File: src/rtcab_pkg.sv
// Package for the BCD real-time clock register block: register addresses, opcodes, masks
// and the BCD calendar helper functions. No dependencies.
`default_nettype none
package rtcab_pkg;
    localparam int REG_COUNT_DEF = 19;

    localparam logic [1:0] OP_READ  = 2'd0;
    localparam logic [1:0] OP_WRITE = 2'd1;
    localparam logic [1:0] OP_TICK  = 2'd2;
    localparam logic [1:0] OP_TEMP  = 2'd3;

    localparam logic [4:0] ADDR_SEC    = 5'h00;
    localparam logic [4:0] ADDR_MIN    = 5'h01;
    localparam logic [4:0] ADDR_HOUR   = 5'h02;
    localparam logic [4:0] ADDR_DAY    = 5'h03;
    localparam logic [4:0] ADDR_DATE   = 5'h04;
    localparam logic [4:0] ADDR_MONTH  = 5'h05;
    localparam logic [4:0] ADDR_YEAR   = 5'h06;
    localparam logic [4:0] ADDR_A1SEC  = 5'h07;
    localparam logic [4:0] ADDR_A1MIN  = 5'h08;
    localparam logic [4:0] ADDR_A1HOUR = 5'h09;
    localparam logic [4:0] ADDR_A1DAY  = 5'h0A;
    localparam logic [4:0] ADDR_A2MIN  = 5'h0B;
    localparam logic [4:0] ADDR_A2HOUR = 5'h0C;
    localparam logic [4:0] ADDR_A2DAY  = 5'h0D;
    localparam logic [4:0] ADDR_CTRL   = 5'h0E;
    localparam logic [4:0] ADDR_STAT   = 5'h0F;
    localparam logic [4:0] ADDR_TEMPH  = 5'h11;
    localparam logic [4:0] ADDR_TEMPL  = 5'h12;

    localparam logic [7:0] CTRL_RESET = 8'h1C;
    localparam logic [7:0] STAT_RESET = 8'h88;

    typedef logic [7:0] t_byte;

    // Bits that exist in each register; zero means read-only.
    function automatic t_byte write_mask(input logic [4:0] addr);
        t_byte m;
        begin
            case (addr)
                ADDR_SEC, ADDR_MIN, ADDR_HOUR: m = 8'h7F;
                ADDR_DAY:   m = 8'h07;
                ADDR_DATE:  m = 8'h3F;
                ADDR_MONTH: m = 8'h9F;
                5'h10:      m = 8'hFF;
                ADDR_STAT, ADDR_TEMPH, ADDR_TEMPL: m = 8'h00;
                default:    m = (addr < ADDR_STAT) ? 8'hFF : 8'h00;
            endcase
            return m;
        end
    endfunction

    // Binary value (0..99, wider for bad BCD) of a BCD byte with a tens mask.
    function automatic logic [7:0] bcd_val(input t_byte v, input logic [3:0] tens);
        logic [7:0] t;
        begin
            t = {4'd0, v[7:4] & tens};
            return {4'd0, v[3:0]} + (t << 3) + (t << 1);
        end
    endfunction

    // BCD encoding of a byte value. The tens digit keeps only its low four bits, so
    // values of 160 and above wrap. The quotient by ten uses a reciprocal multiply.
    function automatic t_byte bcd_make(input logic [7:0] n);
        logic [15:0] p;
        logic [7:0]  tn;
        logic [7:0]  rem;
        begin
            p   = {8'd0, n} * 16'd205;
            tn  = {3'd0, p[15:11]};
            rem = n - ((tn << 3) + (tn << 1));
            return {tn[3:0], rem[3:0]};
        end
    endfunction

    function automatic logic [4:0] month_len(input logic [7:0] month, input logic leap);
        logic [4:0] d;
        begin
            case (month)
                8'd2:                    d = leap ? 5'd29 : 5'd28;
                8'd4, 8'd6, 8'd9, 8'd11: d = 5'd30;
                default:                 d = 5'd31;
            endcase
            return d;
        end
    endfunction

    function automatic logic field_match(input t_byte alarm, input t_byte now);
        return alarm[7] || (alarm[6:0] == now[6:0]);
    endfunction
endpackage
`default_nettype wire

File: src/bcd_rtc_alarm_register_block_top.sv
// Top level of the BCD real-time clock register block: register file, handshake and result
// register. Depends on rtcab_pkg and rtcab_tick.
`default_nettype none
// The block takes one transfer per cycle while it does not stall its input and returns one result
// transfer for each, registered at acceptance; the register file update and
// the calendar advance happen in the same cycle the item is accepted. A result register
// with a skid stage parts the two channels, so the input stalls only when both hold a
// result. Every result carries the read byte (zero for anything but a read), the
// interrupt line and both alarm flags as they stand after the item is applied.
module bcd_rtc_alarm_register_block_top import rtcab_pkg::*; #(
    parameter int REG_COUNT = REG_COUNT_DEF
) (
    input  wire        i_clk,
    input  wire        i_rst_n,
    input  wire        i_valid,
    output logic       o_stall,
    input  wire  [1:0] i_opcode,
    input  wire  [4:0] i_reg_addr,
    input  wire  [7:0] i_write_data,
    input  wire signed [9:0] i_temp_sample,
    output logic       o_valid,
    input  wire        i_stall,
    output logic [7:0] o_read_data,
    output logic       o_int_out_n,
    output logic       o_alarm1_flag,
    output logic       o_alarm2_flag
);
    t_byte r_regs [REG_COUNT];
    t_byte n_regs [REG_COUNT];

    logic       r_valid, r_skid_valid;
    logic [10:0] r_res, r_skid, n_res;
    logic       accept;

    t_byte tk_sec, tk_min, tk_hour, tk_day, tk_date, tk_month, tk_year;
    logic  a1_hit, a2_hit;

    rtcab_tick u_tick (
        .i_sec(r_regs[ADDR_SEC]), .i_min(r_regs[ADDR_MIN]), .i_hour(r_regs[ADDR_HOUR]),
        .i_day(r_regs[ADDR_DAY]), .i_date(r_regs[ADDR_DATE]),
        .i_month(r_regs[ADDR_MONTH]), .i_year(r_regs[ADDR_YEAR]),
        .i_a1s(r_regs[ADDR_A1SEC]), .i_a1m(r_regs[ADDR_A1MIN]),
        .i_a1h(r_regs[ADDR_A1HOUR]), .i_a1d(r_regs[ADDR_A1DAY]),
        .i_a2m(r_regs[ADDR_A2MIN]), .i_a2h(r_regs[ADDR_A2HOUR]),
        .i_a2d(r_regs[ADDR_A2DAY]),
        .o_sec(tk_sec), .o_min(tk_min), .o_hour(tk_hour), .o_day(tk_day),
        .o_date(tk_date), .o_month(tk_month), .o_year(tk_year),
        .o_a1_hit(a1_hit), .o_a2_hit(a2_hit)
    );

    // The input stalls only while the skid stage is occupied.
    assign o_stall = r_skid_valid;
    assign accept  = i_valid && !r_skid_valid;

    always_comb begin
        t_byte rd;
        t_byte ctl;
        t_byte st;
        rd = 8'h00;
        for (int k = 0; k < REG_COUNT; k++) begin
            n_regs[k] = r_regs[k];
        end
        case (i_opcode)
            OP_READ: begin
                if (i_reg_addr < 5'(REG_COUNT)) begin
                    rd = r_regs[i_reg_addr];
                end
            end
            OP_WRITE: begin
                if (i_reg_addr == ADDR_STAT) begin
                    // Alarm and oscillator flags can only be cleared by software.
                    n_regs[ADDR_STAT] = (r_regs[ADDR_STAT] & i_write_data & 8'h83) |
                                        (i_write_data & 8'h08);
                end else if (i_reg_addr < 5'(REG_COUNT) &&
                             write_mask(i_reg_addr) != 8'h00) begin
                    n_regs[i_reg_addr] = i_write_data & write_mask(i_reg_addr);
                end
            end
            OP_TICK: begin
                n_regs[ADDR_SEC]   = tk_sec;
                n_regs[ADDR_MIN]   = tk_min;
                n_regs[ADDR_HOUR]  = tk_hour;
                n_regs[ADDR_DAY]   = tk_day;
                n_regs[ADDR_DATE]  = tk_date;
                n_regs[ADDR_MONTH] = tk_month;
                n_regs[ADDR_YEAR]  = tk_year;
                n_regs[ADDR_STAT]  = r_regs[ADDR_STAT] | {6'd0, a2_hit, a1_hit};
            end
            default: begin
                n_regs[ADDR_TEMPH] = i_temp_sample[9:2];
                n_regs[ADDR_TEMPL] = {i_temp_sample[1:0], 6'd0};
            end
        endcase
        ctl = n_regs[ADDR_CTRL];
        st  = n_regs[ADDR_STAT];
        n_res = {rd, !(ctl[2] && ((ctl[1:0] & st[1:0]) != 2'b00)), st[0], st[1]};
    end

    always_ff @(posedge i_clk) begin
        if (!i_rst_n) begin
            for (int k = 0; k < REG_COUNT; k++) begin
                r_regs[k] <= 8'h00;
            end
            r_regs[ADDR_DAY]   <= 8'h01;
            r_regs[ADDR_DATE]  <= 8'h01;
            r_regs[ADDR_MONTH] <= 8'h01;
            r_regs[ADDR_CTRL]  <= CTRL_RESET;
            r_regs[ADDR_STAT]  <= STAT_RESET;
            r_valid      <= 1'b0;
            r_skid_valid <= 1'b0;
        end else begin
            if (accept) begin
                for (int k = 0; k < REG_COUNT; k++) begin
                    r_regs[k] <= n_regs[k];
                end
            end
            if (!r_valid || !i_stall) begin
                // Output register free or draining: refill from the skid stage first.
                if (r_skid_valid) begin
                    r_res        <= r_skid;
                    r_valid      <= 1'b1;
                    r_skid_valid <= 1'b0;
                end else begin
                    r_valid <= accept;
                    if (accept) begin
                        r_res <= n_res;
                    end
                end
            end else if (accept) begin
                r_skid       <= n_res;
                r_skid_valid <= 1'b1;
            end
        end
    end

    assign o_valid       = r_valid;
    assign o_read_data   = r_res[10:3];
    assign o_int_out_n   = r_res[2];
    assign o_alarm1_flag = r_res[1];
    assign o_alarm2_flag = r_res[0];
endmodule
`default_nettype wire

File: src/rtcab_tick.sv
// Calendar advance for one second tick and alarm compares on the advanced time.
// Depends on rtcab_pkg.
`default_nettype none
module rtcab_tick import rtcab_pkg::*; (
    input  wire t_byte i_sec,
    input  wire t_byte i_min,
    input  wire t_byte i_hour,
    input  wire t_byte i_day,
    input  wire t_byte i_date,
    input  wire t_byte i_month,
    input  wire t_byte i_year,
    input  wire t_byte i_a1s,
    input  wire t_byte i_a1m,
    input  wire t_byte i_a1h,
    input  wire t_byte i_a1d,
    input  wire t_byte i_a2m,
    input  wire t_byte i_a2h,
    input  wire t_byte i_a2d,
    output t_byte o_sec,
    output t_byte o_min,
    output t_byte o_hour,
    output t_byte o_day,
    output t_byte o_date,
    output t_byte o_month,
    output t_byte o_year,
    output logic  o_a1_hit,
    output logic  o_a2_hit
);
    logic [7:0] s_v, m_v, h12, h_v, dt_v, mo_v, yr_v;
    logic       c_s, c_m, c_h;
    logic [4:0] dim;
    logic [7:0] h_n;

    always_comb begin
        s_v = bcd_val(i_sec, 4'h7) + 8'd1;
        c_s = s_v >= 8'd60;
        o_sec = c_s ? 8'h00 : bcd_make(s_v);

        m_v = bcd_val(i_min, 4'h7) + 8'd1;
        c_m = c_s && (m_v >= 8'd60);
        o_min = !c_s ? i_min : ((m_v >= 8'd60) ? 8'h00 : bcd_make(m_v));

        h12 = bcd_val(i_hour, 4'h1);
        if (i_hour[6]) begin
            h_v = ((h12 == 8'd12) ? 8'd0 : h12) + (i_hour[5] ? 8'd12 : 8'd0) + 8'd1;
        end else begin
            h_v = bcd_val(i_hour, 4'h3) + 8'd1;
        end
        c_h = c_m && (h_v >= 8'd24);
        h_n = (h_v >= 8'd24) ? 8'd0 : h_v;
        if (!c_m) begin
            o_hour = i_hour;
        end else if (i_hour[6]) begin
            o_hour = {1'b0, 1'b1, h_n >= 8'd12, 5'd0} |
                bcd_make((h_n == 8'd0 || h_n == 8'd12) ? 8'd12 :
                         (h_n > 8'd12 ? h_n - 8'd12 : h_n));
        end else begin
            o_hour = bcd_make(h_n);
        end

        dt_v = bcd_val(i_date, 4'h3) + 8'd1;
        mo_v = bcd_val(i_month, 4'h1);
        yr_v = bcd_val(i_year, 4'hF);
        dim  = month_len(mo_v, yr_v[1:0] == 2'd0);
        o_day = i_day;
        o_date = i_date;
        o_month = i_month;
        o_year = i_year;
        if (c_h) begin
            // A calendar step re-encodes month and year even without a carry.
            o_day = (i_day[2:0] == 3'd7 || i_day[2:0] == 3'd0) ? 8'd1
                                                                : {5'd0, i_day[2:0] + 3'd1};
            o_date  = bcd_make(dt_v);
            o_month = {i_month[7], 7'd0} | bcd_make(mo_v);
            o_year  = bcd_make(yr_v);
            if (dt_v > {3'd0, dim}) begin
                o_date = 8'h01;
                if (mo_v + 8'd1 > 8'd12) begin
                    o_month = {i_month[7], 7'h01};
                    if (yr_v + 8'd1 >= 8'd100) begin
                        o_year = 8'h00;
                        o_month[7] = ~i_month[7];
                    end else begin
                        o_year = bcd_make(yr_v + 8'd1);
                    end
                end else begin
                    o_month = {i_month[7], 7'd0} | bcd_make(mo_v + 8'd1);
                end
            end
        end

        o_a1_hit = field_match(i_a1s, o_sec) && field_match(i_a1m, o_min) &&
                   field_match(i_a1h, o_hour) &&
                   (i_a1d[7] || (i_a1d[6] ? (i_a1d[3:0] == o_day[3:0])
                                          : (i_a1d[5:0] == o_date[5:0])));
        o_a2_hit = (o_sec == 8'h00) && field_match(i_a2m, o_min) &&
                   field_match(i_a2h, o_hour) &&
                   (i_a2d[7] || (i_a2d[6] ? (i_a2d[3:0] == o_day[3:0])
                                          : (i_a2d[5:0] == o_date[5:0])));
    end
endmodule
`default_nettype wire

File: config.mk
export PLATFORM = sky130hd
export DESIGN_NAME = bcd_rtc_alarm_register_block_top
export DESIGN_NICKNAME = d
export VERILOG_FILES = /design/src/rtcab_pkg.sv /design/src/bcd_rtc_alarm_register_block_top.sv /design/src/rtcab_tick.sv
export SDC_FILE = /design/constraint.sdc
export NUM_CORES = 1
export LEC_CHECK = 0
export BUFFER_PORTS_ARGS = -buffer_cell sky130_fd_sc_hd__buf_2
export CAP_MARGIN = 20
export CORE_MARGIN = 3
export CORE_UTILIZATION = 40
export DETAILED_ROUTE_END_ITERATION = 8
export PLACE_DENSITY = 0.62
export SYNTH_ARGS = -nofsm -noshare
export SYNTH_HDL_FRONTEND = slang
export SYNTH_SLANG_ARGS = --single-unit
export TNS_END_PERCENT = 100
File: constraint.sdc
create_clock -name i_clk -period 28.1 [get_ports i_clk]
set_clock_uncertainty 0.15 [all_clocks]
set_input_delay 4.215 -clock i_clk [delete_from_list [all_inputs] [get_ports i_clk]]
set_output_delay 4.215 -clock i_clk [all_outputs]
set_load 0.02 [all_outputs]
-- Word level (Yosys, flattened, before mapping)
Memories as Yosys holds them, arrays and structs flattened.
Index checks and enable logic that the tools add are counted.
- register bits: 24
- latch bits: 0
- RAM bits: 152
- memory bits (read-only): 0
- word-level logic and storage cells: 253
- memories kept: 1
- add/subtract/negate cells: 42
- multipliers: 9
- div/mod/pow operators: 0
- magnitude comparators: 12
- equality and inequality tests: 28
- shift-type cells: 0
- mux-type cells: 79
- bitwise gates (word level): 36
- reductions and logical operators: 42
- memory list (memory ; depth ; width ; rd ports ; clocked after memory_dff ; wr ports ; line ; text):
    r_regs ; 19 ; 8 ; 20 ; 0 ; 19 ; bcd_rtc_alarm_register_block_top.sv:28 ; t_byte r_regs [REG_COUNT];
- operator list (operator ; number):
    8-bit two-way mux ; 55
    152-bit bitwise mux ; 1
    152-bit two-way mux ; 1
    8-bit by 8-bit multiplier with 15-bit output, second input constant ; 9
    120-bit two-way mux ; 1
    56-bit one-hot mux with 2 select lines ; 1
    64-bit two-way mux ; 1
    8-bit by 1-bit adder with 8-bit output, second input constant ; 7
    8-bit one-hot mux with 6 select lines ; 1
    8-bit demux with 5-bit select ; 1
    4-bit adder ; 9
    4-bit subtractor ; 9
    7-bit equality test ; 5
    8-bit by 4-bit equality test with 1-bit output, second input constant ; 4
    16-bit one-hot mux with 2 select lines ; 1
    24-bit two-way mux ; 1
    1-bit bitwise OR ; 24
    11-bit two-way mux ; 2
    8-bit by 3-bit adder with 8-bit output ; 2
    8-bit by 4-bit adder with 8-bit output ; 2
    8-bit AND ; 2
    8-bit by 3-bit equality test with 1-bit output, second input constant ; 2
    8-bit by 6-bit >= comparator with 1-bit output, second input constant ; 2
    8-bit by 4-bit greater-than comparator with 1-bit output, second input constant ; 2
    other kinds (54) ; 103

-- Logic depth before layout (Yosys ltp)
Gate-level depths: netlist (run 1).
An unclocked memory read counts as a cell.
- depth in word-level cells: 31
- depth in mapped cells: 45

-- By module
From an unflattened synthesis (run 1), not the netlist that was laid out.
- cell total of the unflattened synthesis: 2447
- area total of the unflattened synthesis: 22625.4 um^2
- by module, submodules not included (module ; instances ; cells each ; area an instance (um^2) ; sequential area each (um^2)):
    rtcab_tick ; 1 ; 1550 ; 12908.6 ; 0.0
    bcd_rtc_alarm_register_block_top ; 1 ; 897 ; 9716.8 ; 5265.0

-- Worst setup path after synthesis (run 1)
OpenSTA, ideal clock, no wires.
- kind: reg-to-reg
- from: mem r_regs[2][4] (netlist bit)
- to: reg r_res[2], data pin
- setup time: 0.259 ns
- data arrival time: 9.808 ns
- required time: 27.691 ns
- setup slack: 17.883 ns
- stages on the path, launching flop included: 40
- buffers on the path: 1
- period minus slack after synthesis: 10.217 ns
- cells stage by stage: edfxtp_1 ha_1 buf_6 a31o_1 a211oi_2 and2b_1 ha_1 nand4_1 a211o_1 nor3_1 a211oi_2 nor4b_2 ha_1 a21boi_0 a31oi_1 inv_1 a2111oi_0 ha_1 [... 4 more ...] inv_1 ha_1 a21o_1 a21o_1 a21oi_1 mux2i_1 o221ai_1 nor3_1 ha_1 a211oi_1 a21oi_1 xnor2_1 a2111oi_0 nand4_1 nor4_1 a221o_1 a22oi_2 o31a_1
- RTL lines (what ; line ; text):
    from (decl) ; bcd_rtc_alarm_register_block_top.sv:28 ;
    to (signal assigned) ; bcd_rtc_alarm_register_block_top.sv:120 ; r_res <= r_skid;
    to (signal assigned) ; bcd_rtc_alarm_register_block_top.sv:126 ; r_res <= n_res;
    to (decl) ; bcd_rtc_alarm_register_block_top.sv:32 ; logic [10:0] r_res, r_skid, n_res;

==> results of run 1 <==
-- synth_stat cells (all sizes together) (8+ instances only) --
cell     instances
mux2i           86
and3            20
a211oi          13
o21ai           68
ha             412
nor2           192
and2            26
nand2b          12
inv            303
xnor2          106
edfxtp         174
a22o             8
buf             14
a21oi          124
mux2             8
a2111oi          9
a22oi            9
clkbuf          72
mux4            40
o22ai           24
o31ai           18
fa              85
xor2            59
nand3           54
a21boi          10
nand4           16
nor3            22
o21bai           9
nand2          150
a21o            39
a31oi           12
o21a             8
o211ai           8
or3             13
nor2b           25
-- worst max-delay path: cells and delay by family (launching register included) --
family	cells	cell delay, ns
XOR/XNOR	1	0.18
multiplexers	1	0.23
flip-flops	1	0.51
adder cells (fa/ha/maj)	9	3.55
AND/OR/NAND/NOR	8	2.15
buffers and inverters	4	0.44
AO/OA/AOI/OAI	16	4.07
-- metal layers --
metal	vias up	global-route usage (%)	part of all wire [%]
li1	8331	-	-
met5	-	0	0
met4	0	7.42	3.5
met2	611	34.7	48
met3	134	2.09	5.7
met1	8491	27.0	43
-- state kept, by name (all words and copies together), names as in the netlist --
signal / cells
o_stall: 1
r_regs: 152
r_skid: 11
r_res: 11
o_valid: 1
-- final cells by class --
cell class | count | area share, %
inverter | 303 | 4.72
clock buffer | 17 | 1.76
sequential | 176 | 21.8
tap | 748 | 3.88
clock inverter | 15 | 0.685
timing repair buffer | 70 | 1.83
multi-input combinational | 1798 | 65.3
antenna | 1 | 0.0104
-- cells in the final DEF (no fill, tap or decap), types with 11 or more instances in the layout --
cell type and instances:
sky130_fd_sc_hd__nor3_1 22, sky130_fd_sc_hd__or3_1 12, sky130_fd_sc_hd__nand3_1 53, sky130_fd_sc_hd__o31ai_1 17
sky130_fd_sc_hd__clkbuf_16 17, sky130_fd_sc_hd__nand2_1 150, sky130_fd_sc_hd__nor2b_1 25, sky130_fd_sc_hd__a21o_1 39
sky130_fd_sc_hd__mux4_2 40, sky130_fd_sc_hd__ha_1 412, sky130_fd_sc_hd__buf_4 26, sky130_fd_sc_hd__nand2b_1 12
sky130_fd_sc_hd__mux2i_1 86, sky130_fd_sc_hd__nor2_1 192, sky130_fd_sc_hd__o21ai_0 66, sky130_fd_sc_hd__xnor2_1 106
sky130_fd_sc_hd__a31oi_1 11, sky130_fd_sc_hd__and3_1 20, sky130_fd_sc_hd__a21oi_1 124, sky130_fd_sc_hd__conb_1 16
sky130_fd_sc_hd__buf_2 42, sky130_fd_sc_hd__nand4_1 16, sky130_fd_sc_hd__inv_1 302, sky130_fd_sc_hd__and2_1 23
sky130_fd_sc_hd__edfxtp_1 174, sky130_fd_sc_hd__fa_1 85, sky130_fd_sc_hd__xor2_1 59, sky130_fd_sc_hd__o22ai_1 24
-- cell families after synthesis --
logic type | share of synthesized area, %
other | 0.0335
multiplexers | 8.26
adder cells (fa/ha/maj) | 30.6
AO/OA/AOI/OAI | 12.3
XOR/XNOR | 6.95
AND/OR/NAND/NOR | 11.8
flip-flops | 23.5
buffers and inverters | 6.60
-- worst max path at each step --
stage	slack, ns	from	end	cells past startpoint
6_report	16.61	r_regs[2][4]	r_res[2]	39
3_5_place_dp	16.75	r_regs[2][4]	r_res[2]	39
4_1_cts	16.71	r_regs[2][4]	r_res[2]	39
2_1_floorplan	17.88	r_regs[2][4]	r_res[2]	39
5_1_grt	15.80	r_regs[2][4]	r_res[2]	40
3_3_place_gp	17.16	r_regs[2][4]	r_res[2]	39
-- stage by stage --
stage	setup WS (ns)	std cells
4_1_cts	16.71	3125
6_report	16.61	3128
2_1_floorplan	17.88	2363
3_3_place_gp	17.16	3091
5_1_grt	15.80	3127
3_5_place_dp	16.75	3093
==> results by group, run 1 <==
Die
  • Die area: 58900 um2
  • Site Rows: 86
  • Floorplan core area: 55300 um2
  • Floorplan die height: 243 um
  • Starting density of the core: 40.6%
  • Ports placed on the boundary: 42
  • Die width: 243 um

Detailed routing
  • Remaining DRCs: 0
  • Routed via count divided by cell count: 5.62
  • Final antenna-violating net count: 0
  • Final WL: 60.5 mm
  • Average detailed-routed wire length per instance: 19.3 um
  • Total number of vias: 17600
  • Detailed Routing Iterations Pass 1: 7
  • First-iteration detailed-routing DRC count: 1398

Clocking
  • Post-CTS Repair Setup Buffers: 0
  • Cell at the root of the clock tree: sky130_fd_sc_hd__clkbuf_16
  • Maximum level of the CTS H-tree: 4
  • Clock-pin slew on the worst setup and hold paths: 0.07 ns
  • Buffer levels on the longest clock path: 2
  • Clock net sink count: 176
  • Hold bufs inserted after CTS: 0
  • Cts repair resizes: 0
  • Number of CTS-inserted buffers: 17
  • Worst skew pair latency: 0.46 ns
  • Clock tree from TritonCTS: yes

Yosys
  • Flip-flop and latch count after synthesis: 176
  • Synth Flop Type: sky130_fd_sc_hd__edfxtp_1
  • Syn avg cell area: 9.55 um2
  • Post-Syn Area: 22400 um2
  • Dominant cell type by area after synthesis: sky130_fd_sc_hd__edfxtp_1
  • Cell types with the largest area share after synthesis: sky130_fd_sc_hd__edfxtp_1, sky130_fd_sc_hd__ha_1, sky130_fd_sc_hd__fa_1
  • Area fraction of the dominant cell type after synthesis: 23.3%
  • Synth cell types: 87
  • Seq/Total Area, Yosys: 23.5%
  • Post-synthesis cell count: 2349
  • Count of flip-flops with a built-in enable after synthesis: 174
  • Async set-or-reset flop fraction in the synthesized netlist: 0%
  • Warning count from the yosys run: 0

Timing
  • Worst slew margin relative to its limit: 25.4%
  • Post-route worst hold slack: 0.367 ns
  • Share of the cycle needed by the critical path after routing: 40.9%
  • Total Neg Setup Slack: 0 ns
  • Transition at the pin with the smallest max-transition slack: 1.12 ns
  • Max Transition Viols Final: 0
  • Number of failing hold endpoints at the final stage: 0
  • Unrepaired setup endpoints after global routing: no
  • Time the worst path needs with I/O delays and setup: 11.49 ns
  • Achievable clock frequency: 87.0 MHz
  • Setup violations, final: 0

Critical path
  • Category of the worst setup path launch point: flop
  • Setup crit end kind: flop
  • Category of the most critical setup path: flop to flop
  • Library cell appearing most often on the critical path: sky130_fd_sc_hd__ha_1
  • Worst reg2reg startpoint: r_regs[2][4]
  • Maximum fanout along the worst path: 8
  • Length in cells of the worst reg-to-reg path: 39
  • Endpoint required time on the critical path: 28.15 ns
  • Slack of the worst reg-to-reg path: 16.61 ns
  • Arr. time, crit path: 11.55 ns
  • Stage delay of the slowest cell on the critical path: 0.76 ns
  • Destination of the worst register-to-register timing path: r_res[2]
  • Crit path max-delay cell type: sky130_fd_sc_hd__nor4b_2

Status
  • Outcome: finished clean

Layout
  • Fraction of layout instances using a drive strength above 1: 7.36%
  • Area used by multi-input combinational logic: 15700 um2
  • Layout fillers: 5366
  • Post-route cell area: 24100 um2
  • Storage element area: 5270 um2
  • Net count of the finished layout: 2892
  • Area growth from synthesis to final layout: 7.49%
  • End-of-flow core utilization: 43.6%

Hold path
  • Class of the worst hold path: flop to flop
  • WHS Endpoint: o_stall
  • Number of cells traversed by the worst hold path: 2
  • Min-delay src: o_valid

Global routing
  • Antenna violations before repair: 1
  • GRT overflow: 0
  • Maximum number of pins on one net before global-route repair: 60
  • Wire length of the first global-routing pass: 96.9 mm
  • Via count of the first global-routing pass: 17500
  • GRT Total Usage: 20.4%

Placement
  • Number of port buffers: 41
  • Detailed placer's ending HPWL: 47.6 mm
  • Final Wtd Congestion: 0.890
  • Post-Place Cell Area: 23500 um2

Run
  • # Max-Cap Violations: 0
Power of run 1 is left out: the tool's default activity adds up to more than one toggle a clock period on the data nets, which glitch-free logic cannot reach.
==> run 2, diff against run 1 <==
ABC_AREA = 1   (was default)
clock period = 11.4 ns   (was 28.1 ns; I/O delays follow)
==> run 2 against run 1 <==
Die area shrank 1.6%; synthesized cell count grew 15%; first-iteration DRC count grew 30%; non-clock buffer count shrank 14; critical path type unchanged; largest cell class unchanged.
==> results by group, run 2 <==
Detailed routing
  • Final antenna-violating net count: 0 (unchanged)
  • Detailed Routing Iterations Pass 1: 6 (was 7)
  • First-iteration detailed-routing DRC count: 1817 (was 1398)
  • Routed via count divided by cell count: 5.43 (was 5.62)
  • Remaining DRCs: 0 (unchanged)
  • Total number of vias: 18700 (was 17600)
  • Average detailed-routed wire length per instance: 18.1 um (was 19.3 um)
  • Final WL: 62.2 mm (was 60.5 mm)

Clocking
  • Clock net sink count: 176 (unchanged)
  • Buffer levels on the longest clock path: 2 (unchanged)
  • Clock tree from TritonCTS: yes (unchanged)
  • Clock-pin slew on the worst setup and hold paths: 0.07 ns (about the same)
  • Maximum level of the CTS H-tree: 4 (unchanged)
  • Hold bufs inserted after CTS: 0 (unchanged)
  • Number of CTS-inserted buffers: 17 (unchanged)
  • Cell at the root of the clock tree: sky130_fd_sc_hd__clkbuf_16 (unchanged)
  • Post-CTS Repair Setup Buffers: 0 (unchanged)
  • Cts repair resizes: 0 (unchanged)
  • Worst skew pair latency: 0.45 ns (was 0.46 ns)

Layout
  • Register bank with the most flops: r_regs (unchanged)
  • Net count of the finished layout: 3252 (was 2892)
  • Most common cell after layout, fill and taps aside: sky130_fd_sc_hd__inv_1 (was sky130_fd_sc_hd__ha_1)
  • Area growth from synthesis to final layout: 7.04% (was 7.49%)
  • Layout fillers: 5427 (was 5366)
  • Antenna cell count: 0 (was 1)
  • Top library cells by usage in the layout, fill and taps aside: sky130_fd_sc_hd__inv_1, sky130_fd_sc_hd__nand2_1, sky130_fd_sc_hd__ha_1, sky130_fd_sc_hd__nor2_1, sky130_fd_sc_hd__edfxtp_1 (was sky130_fd_sc_hd__ha_1, sky130_fd_sc_hd__inv_1, sky130_fd_sc_hd__nor2_1, sky130_fd_sc_hd__edfxtp_1, sky130_fd_sc_hd__nand2_1)
  • Storage element area: 5270 um2 (unchanged)
  • Largest registers: r_regs: 152 flops, r_res: 11 flops, r_skid: 11 flops (unchanged)
  • Max FFs per register: 152 (unchanged)
  • Fraction of layout instances using a drive strength above 1: 5.91% (was 7.36%)
  • Area used by multi-input combinational logic: 14700 um2 (was 15700 um2)

Die
  • Starting density of the core: 40.7% (was 40.6%)
  • Floorplan die height: 241 um (was 243 um)
  • Ports placed on the boundary: 42 (unchanged)
  • Die area: 58000 um2 (was 58900 um2)
  • Floorplan core area: 54200 um2 (was 55300 um2)
  • Site Rows: 85 (was 86)
  • Die width: 241 um (was 243 um)

Critical path
  • Maximum fanout along the worst path: 8 (unchanged)
  • Arr. time, crit path: 10.47 ns (was 11.55 ns)
  • Endpoint required time on the critical path: 11.45 ns (was 28.15 ns)
  • Library cell appearing most often on the critical path: sky130_fd_sc_hd__nand2_1 (was sky130_fd_sc_hd__ha_1)
  • Slack of the worst reg-to-reg path: 0.98 ns (was 16.61 ns)
  • Stage delay of the slowest cell on the critical path: 0.56 ns (was 0.76 ns)
  • Setup crit end kind: flop (unchanged)
  • Category of the most critical setup path: flop to flop (unchanged)
  • Crit path max-delay cell type: sky130_fd_sc_hd__a211oi_1 (was sky130_fd_sc_hd__nor4b_2)
  • Category of the worst setup path launch point: flop (unchanged)

Global routing
  • Via count of the first global-routing pass: 18200 (was 17500)
  • GRT overflow: 0 (unchanged)
  • GRT Total Usage: 21.4% (was 20.4%)
  • Antenna violations before repair: 1 (unchanged)
  • Maximum number of pins on one net before global-route repair: 61 (was 60)
  • Wire length of the first global-routing pass: 98.3 mm (was 96.9 mm)

Timing
  • Unrepaired setup endpoints after global routing: no (unchanged)
  • Total Neg Setup Slack: 0 ns (unchanged)
  • Share of the cycle needed by the critical path after routing: 91.4% (was 40.9%)
  • Achievable clock frequency: 95.9 MHz (was 87.0 MHz)
  • Max Transition Viols Final: 0 (unchanged)
  • Time the worst path needs with I/O delays and setup: 10.42 ns (was 11.49 ns)
  • Worst slew margin relative to its limit: 21.2% (was 25.4%)
  • Number of failing hold endpoints at the final stage: 0 (unchanged)
  • Transition at the pin with the smallest max-transition slack: 1.18 ns (was 1.12 ns)
  • Setup violations, final: 0 (unchanged)

Yosys
  • Post-synthesis cell count: 2705 (was 2349)
  • Async set-or-reset flop fraction in the synthesized netlist: 0% (unchanged)
  • Warning count from the yosys run: 0 (unchanged)
  • Synth cell types: 62 (was 87)
  • Most numerous cell in the Yosys netlist: sky130_fd_sc_hd__inv_1 (was sky130_fd_sc_hd__ha_1)
  • Area fraction of the dominant cell type after synthesis: 23.7% (was 23.3%)
  • Synth Flop Type: sky130_fd_sc_hd__edfxtp_1 (unchanged)
  • Count of flip-flops with a built-in enable after synthesis: 174 (unchanged)
  • Flip-flop and latch count after synthesis: 176 (unchanged)
  • Post-Syn Area: 22100 um2 (was 22400 um2)
  • Syn avg cell area: 8.15 um2 (was 9.55 um2)
  • Dominant cell type by area after synthesis: sky130_fd_sc_hd__edfxtp_1 (unchanged)
  • Commonest cells in the netlist: sky130_fd_sc_hd__inv_1, sky130_fd_sc_hd__nand2_1, sky130_fd_sc_hd__ha_1 (was sky130_fd_sc_hd__ha_1, sky130_fd_sc_hd__inv_1, sky130_fd_sc_hd__nor2_1)
  • Seq/Total Area, Yosys: 23.9% (was 23.5%)
  • Cell types with the largest area share after synthesis: sky130_fd_sc_hd__edfxtp_1, sky130_fd_sc_hd__ha_1, sky130_fd_sc_hd__inv_1 (was sky130_fd_sc_hd__edfxtp_1, sky130_fd_sc_hd__ha_1, sky130_fd_sc_hd__fa_1)

Placement
  • Number of port buffers: 41 (unchanged)
  • Final Wtd Congestion: 0.970 (was 0.890)
  • Detailed placer's ending HPWL: 49.3 mm (was 47.6 mm)

Status
  • Outcome: finished clean (unchanged)

Run
  • # Max-Cap Violations: 0 (unchanged)

Hold path
  • Class of the worst hold path: flop to flop (unchanged)
[run 2: cell types whose count changed after synthesis, moves of 34 or more]
cell,delta
sky130_fd_sc_hd__mux4_2,-40
sky130_fd_sc_hd__a211oi_1,+55
sky130_fd_sc_hd__mux2i_1,-86
sky130_fd_sc_hd__xnor2_1,-57
sky130_fd_sc_hd__nand2_1,+303
sky130_fd_sc_hd__inv_1,+187
sky130_fd_sc_hd__nand3_1,+35
sky130_fd_sc_hd__o21ai_0,+93
sky130_fd_sc_hd__a21o_1,-34
[run 2: final cells by class]
class	count	share of cell area (%)
Timing Repair Buffer	56	1.35
Inverter	507	8.09
Multi-Input combinational cell	1968	62.1
Sequential cell	176	22.3
Clock inverter	12	0.546
Tap cell	696	3.69
Clock buffer	20	1.89
[run 2: cells by family (layout without fill, tap and decap cells)]
group	Yosys count	in the layout	synth area share, %
AOI/OAI and AO/OA	486	486	13.7
buffers and inverters	575	595	9.93
other	2	16	0.0340
DFF	176	176	23.9
xor gates and xnor gates	118	118	4.69
adders and majority gates	497	497	31.1
and+or+nand+nor	851	851	16.7
[run 2: critical path: cells and delay by family (launching register included)]
family                     cells  cell delay, ns
buffers and inverters          7            0.56
adders and majority gates      9            3.32
xor gates and xnor gates       2            0.25
DFF                            1            0.46
AOI/OAI and AO/OA              8            2.44
and+or+nand+nor               33            2.97
[run 2: layer usage]
metal  vias to the layer above  wire [um]  global-route usage (%)
li1                       9103          -                       -
met1                      8831      26800                    28.4
met2                       598      29500                    36.6
met3                       122       3890                    2.57
met4                         2       1980                    6.70
met5                         -         13                       0
[run 2: final timing paths]
kind                     start        to  depth (start not counted)
setup / recovery  r_regs[2][4]  r_res[2]                         59
hold / removal         o_valid   o_stall                          2
setup reg to reg  r_regs[2][4]  r_res[2]                         59
hold reg to reg        o_valid   o_stall                          2
[run 2: metrics by stage]
step,area (um2),utilization [%],std cells,setup WS [ns],hold slack (ns)
floorplan,22100,-,2719,2.59,0.344
global placement,23000,42.5,3402,1.51,0.335
detailed placement,23000,42.5,3402,1.14,0.343
CTS,23600,43.5,3434,1.04,0.352
global route,23600,43.5,3435,0.110,0.384
finish,23600,43.5,3435,0.975,0.353
Power of run 2 is left out for the same reason.
==> run 3, diff against run 2 <==
ABC_AREA = default   (was 1)
==> run 3 against run 2 <==
Clock-buffer cell count shrank 3; sequential share of layout area down 0.48 points; cell count fell by 8.8%; critical path depth decreased by 17; wire length down 3.4%; worst setup slack got worse by 0.28 ns; hold slack better by 0.0097 ns; non-clock buffer count grew 17; global-route usage is 1.2 points lower; first-iteration DRC count down 22%; via count fell by 6.6%; critical path type unchanged; utilization is 0.098 points higher.
==> results by group, run 3 (synthesis results as in run 1) <==
Clocking
  • Clock tree from TritonCTS: yes (unchanged)
  • Buffer levels on the longest clock path: 2 (unchanged)
  • Clock-pin slew on the worst setup and hold paths: 0.07 ns (about the same)
  • Cell at the root of the clock tree: sky130_fd_sc_hd__clkbuf_16 (unchanged)
  • Hold bufs inserted after CTS: 0 (unchanged)
  • Maximum level of the CTS H-tree: 4 (unchanged)
  • Worst skew pair latency: 0.45 ns (about the same)
  • Clock net sink count: 176 (unchanged)
  • Number of CTS-inserted buffers: 17 (unchanged)

Global routing
  • Wire length of the first global-routing pass: 95.4 mm (was 98.3 mm)
  • Maximum number of pins on one net before global-route repair: 60 (was 61)
  • GRT overflow: 0 (unchanged)
  • Antenna violations before repair: 4 (was 1)
  • Via count of the first global-routing pass: 17400 (was 18200)
  • GRT Total Usage: 20.2% (was 21.4%)

Layout
  • Largest registers: r_regs: 152 flops, r_res: 11 flops, r_skid: 11 flops (unchanged)
  • Most common cell after layout, fill and taps aside: sky130_fd_sc_hd__ha_1 (was sky130_fd_sc_hd__inv_1)
  • Area growth from synthesis to final layout: 7.58% (was 7.04%)
  • Layout fillers: 5365 (was 5427)
  • Top library cells by usage in the layout, fill and taps aside: sky130_fd_sc_hd__ha_1, sky130_fd_sc_hd__inv_1, sky130_fd_sc_hd__nor2_1, sky130_fd_sc_hd__edfxtp_1, sky130_fd_sc_hd__nand2_1 (was sky130_fd_sc_hd__inv_1, sky130_fd_sc_hd__nand2_1, sky130_fd_sc_hd__ha_1, sky130_fd_sc_hd__nor2_1, sky130_fd_sc_hd__edfxtp_1)
  • Fraction of layout instances using a drive strength above 1: 7.77% (was 5.91%)
  • Register bank with the most flops: r_regs (unchanged)
  • Max FFs per register: 152 (unchanged)
  • Net count of the finished layout: 2895 (was 3252)

Critical path
  • Arr. time, crit path: 10.75 ns (was 10.47 ns)
  • Crit path max-delay cell type: sky130_fd_sc_hd__fa_1 (was sky130_fd_sc_hd__a211oi_1)
  • Crit path buf inv count: 5 (was 7)
  • Category of cells accounting for the largest share of critical-path delay: compound AO/OA/AOI/OAI gates (was adder cells)
  • Setup crit end kind: flop (unchanged)
  • Maximum fanout along the worst path: 6 (was 8)
  • Destination of the worst register-to-register timing path: r_res[2] (unchanged)
  • Stage delay of the slowest cell on the critical path: 0.55 ns (was 0.56 ns)
  • Worst reg2reg startpoint: r_regs[2][4] (unchanged)
  • Category of the worst setup path launch point: flop (unchanged)
  • Endpoint required time on the critical path: 11.45 ns (about the same)
  • Category of the most critical setup path: flop to flop (unchanged)
  • Length in cells of the worst reg-to-reg path: 42 (was 59)
  • Library cell appearing most often on the critical path: sky130_fd_sc_hd__ha_1 (was sky130_fd_sc_hd__nand2_1)
  • Slack of the worst reg-to-reg path: 0.69 ns (was 0.98 ns)

Timing
  • Post-route worst hold slack: 0.363 ns (was 0.353 ns)
  • Setup violations, final: 0 (unchanged)
  • Time the worst path needs with I/O delays and setup: 10.71 ns (was 10.42 ns)
  • Share of the cycle needed by the critical path after routing: 93.9% (was 91.4%)
  • Transition at the pin with the smallest max-transition slack: 1.15 ns (was 1.18 ns)
  • Worst slew margin relative to its limit: 22.5% (was 21.2%)
  • Number of failing hold endpoints at the final stage: 0 (unchanged)
  • Worst setup slack after layout: 0.691 ns (was 0.975 ns)
  • Achievable clock frequency: 93.4 MHz (was 95.9 MHz)
  • Max Transition Viols Final: 0 (unchanged)

Detailed routing
  • First-iteration detailed-routing DRC count: 1416 (was 1817)
  • Routed via count divided by cell count: 5.56 (was 5.43)
  • Remaining DRCs: 0 (unchanged)
  • Detailed Routing Iterations Pass 1: 5 (was 6)
  • Final WL: 60.1 mm (was 62.2 mm)
  • Final antenna-violating net count: 0 (unchanged)
  • Total number of vias: 17400 (was 18700)
  • Average detailed-routed wire length per instance: 19.2 um (was 18.1 um)

Placement
  • Detailed placer's ending HPWL: 47.5 mm (was 49.3 mm)
  • Number of port buffers: 41 (unchanged)
  • Worst Setup Slack post-DPL: 0.142 ns (was 1.14 ns)
  • Final Wtd Congestion: 0.916 (was 0.970)

Run
  • # Max-Cap Violations: 0 (unchanged)

Hold path
  • Class of the worst hold path: flop to flop (unchanged)
  • Min-delay src: o_valid (unchanged)
  • WHS Endpoint: o_stall (unchanged)
  • Number of cells traversed by the worst hold path: 2 (unchanged)

Die
  • Floorplan core area: 55300 um2 (was 54200 um2)
  • Die area: 58900 um2 (was 58000 um2)
  • Site Rows: 86 (was 85)
  • Ports placed on the boundary: 42 (unchanged)
  • Die width: 243 um (was 241 um)
  • Floorplan die height: 243 um (was 241 um)
  • Starting density of the core: 40.6% (was 40.7%)

Status
  • Outcome: finished clean (unchanged)
==> run 3: changes by cell type in the layout (fill, tap and decap cells not counted), sizes merged, moves of 25 or more <==
cell    before  now
mux2i        0   86
a21o         5   39
nand2      467  150
o21ai      177   68
nor2b        0   25
nand3       95   54
mux4         0   40
inv        504  312
a211oi      65   13
xnor2       49  106
==> run 3: routing by layer <==
metal / part of all wire [%] / global-route usage [%] / routed length, um / vias to the layer above
li1: - / - / - / 8324
met1: 42 / 26.1 / 25500 / 8427
met2: 48 / 34.1 / 28600 / 533
met3: 5.9 / 3.06 / 3560 / 139
met4: 4.0 / 7.89 / 2390 / 4
met5: 0.038 / 0 / 23 / -
==> run 3: repair_timing <==
action	4_1_cts	5_1_grt
setup buffers	0	3
resized for setup	0	10
endpoints found under the setup margin	0	8
==> run 3: worst max-delay path by stage <==
stage,from,endpoint,depth (start not counted)
after floorplan,r_regs[2][4],r_res[2],39
after global placement,r_regs[2][4],r_res[2],41
after detailed placement,r_regs[2][4],r_res[2],42
after CTS,r_regs[2][4],r_res[2],42
after global routing,r_regs[2][4],r_res[2],42
final,r_regs[2][4],r_res[2],42
==> run 3: stage by stage <==
stage	TNS [ns]	instances	instance area, um2	utilization (%)
floorplan	0	2363	22500	-
global placement	0	3093	23500	42.5
detailed placement	0	3094	23500	42.5
CTS	0	3126	24100	43.5
global route	-0.0151	3132	24100	43.6
finish	0	3132	24100	43.6
==> run 3: final cells by class <==
class                   count  area, um2  area share (%)
flip-flops and latches    176       5270            21.8
repair buffers             73        443            1.84
clock buffers              17        425            1.76
clock inverters            15        143           0.591
diodes                      2       5.00          0.0207
inverters                 303       1140            4.71
multi-input cells        1798      15800            65.4
well taps                 748        936            3.88
==> run 3: worst register-to-register path: cells and delay by family (launching register included) <==
| family | cells | cell delay [ns] |
|---|---|---|
| xor gates and xnor gates | 2 | 0.37 |
| AOI/OAI and AO/OA | 16 | 3.78 |
| and+or+nand+nor | 8 | 1.52 |
| adders and majority gates | 10 | 3.36 |
| buffers and inverters | 5 | 0.52 |
| DFF | 1 | 0.50 |
| muxes | 1 | 0.22 |
Power of run 3 is left out for the same reason.
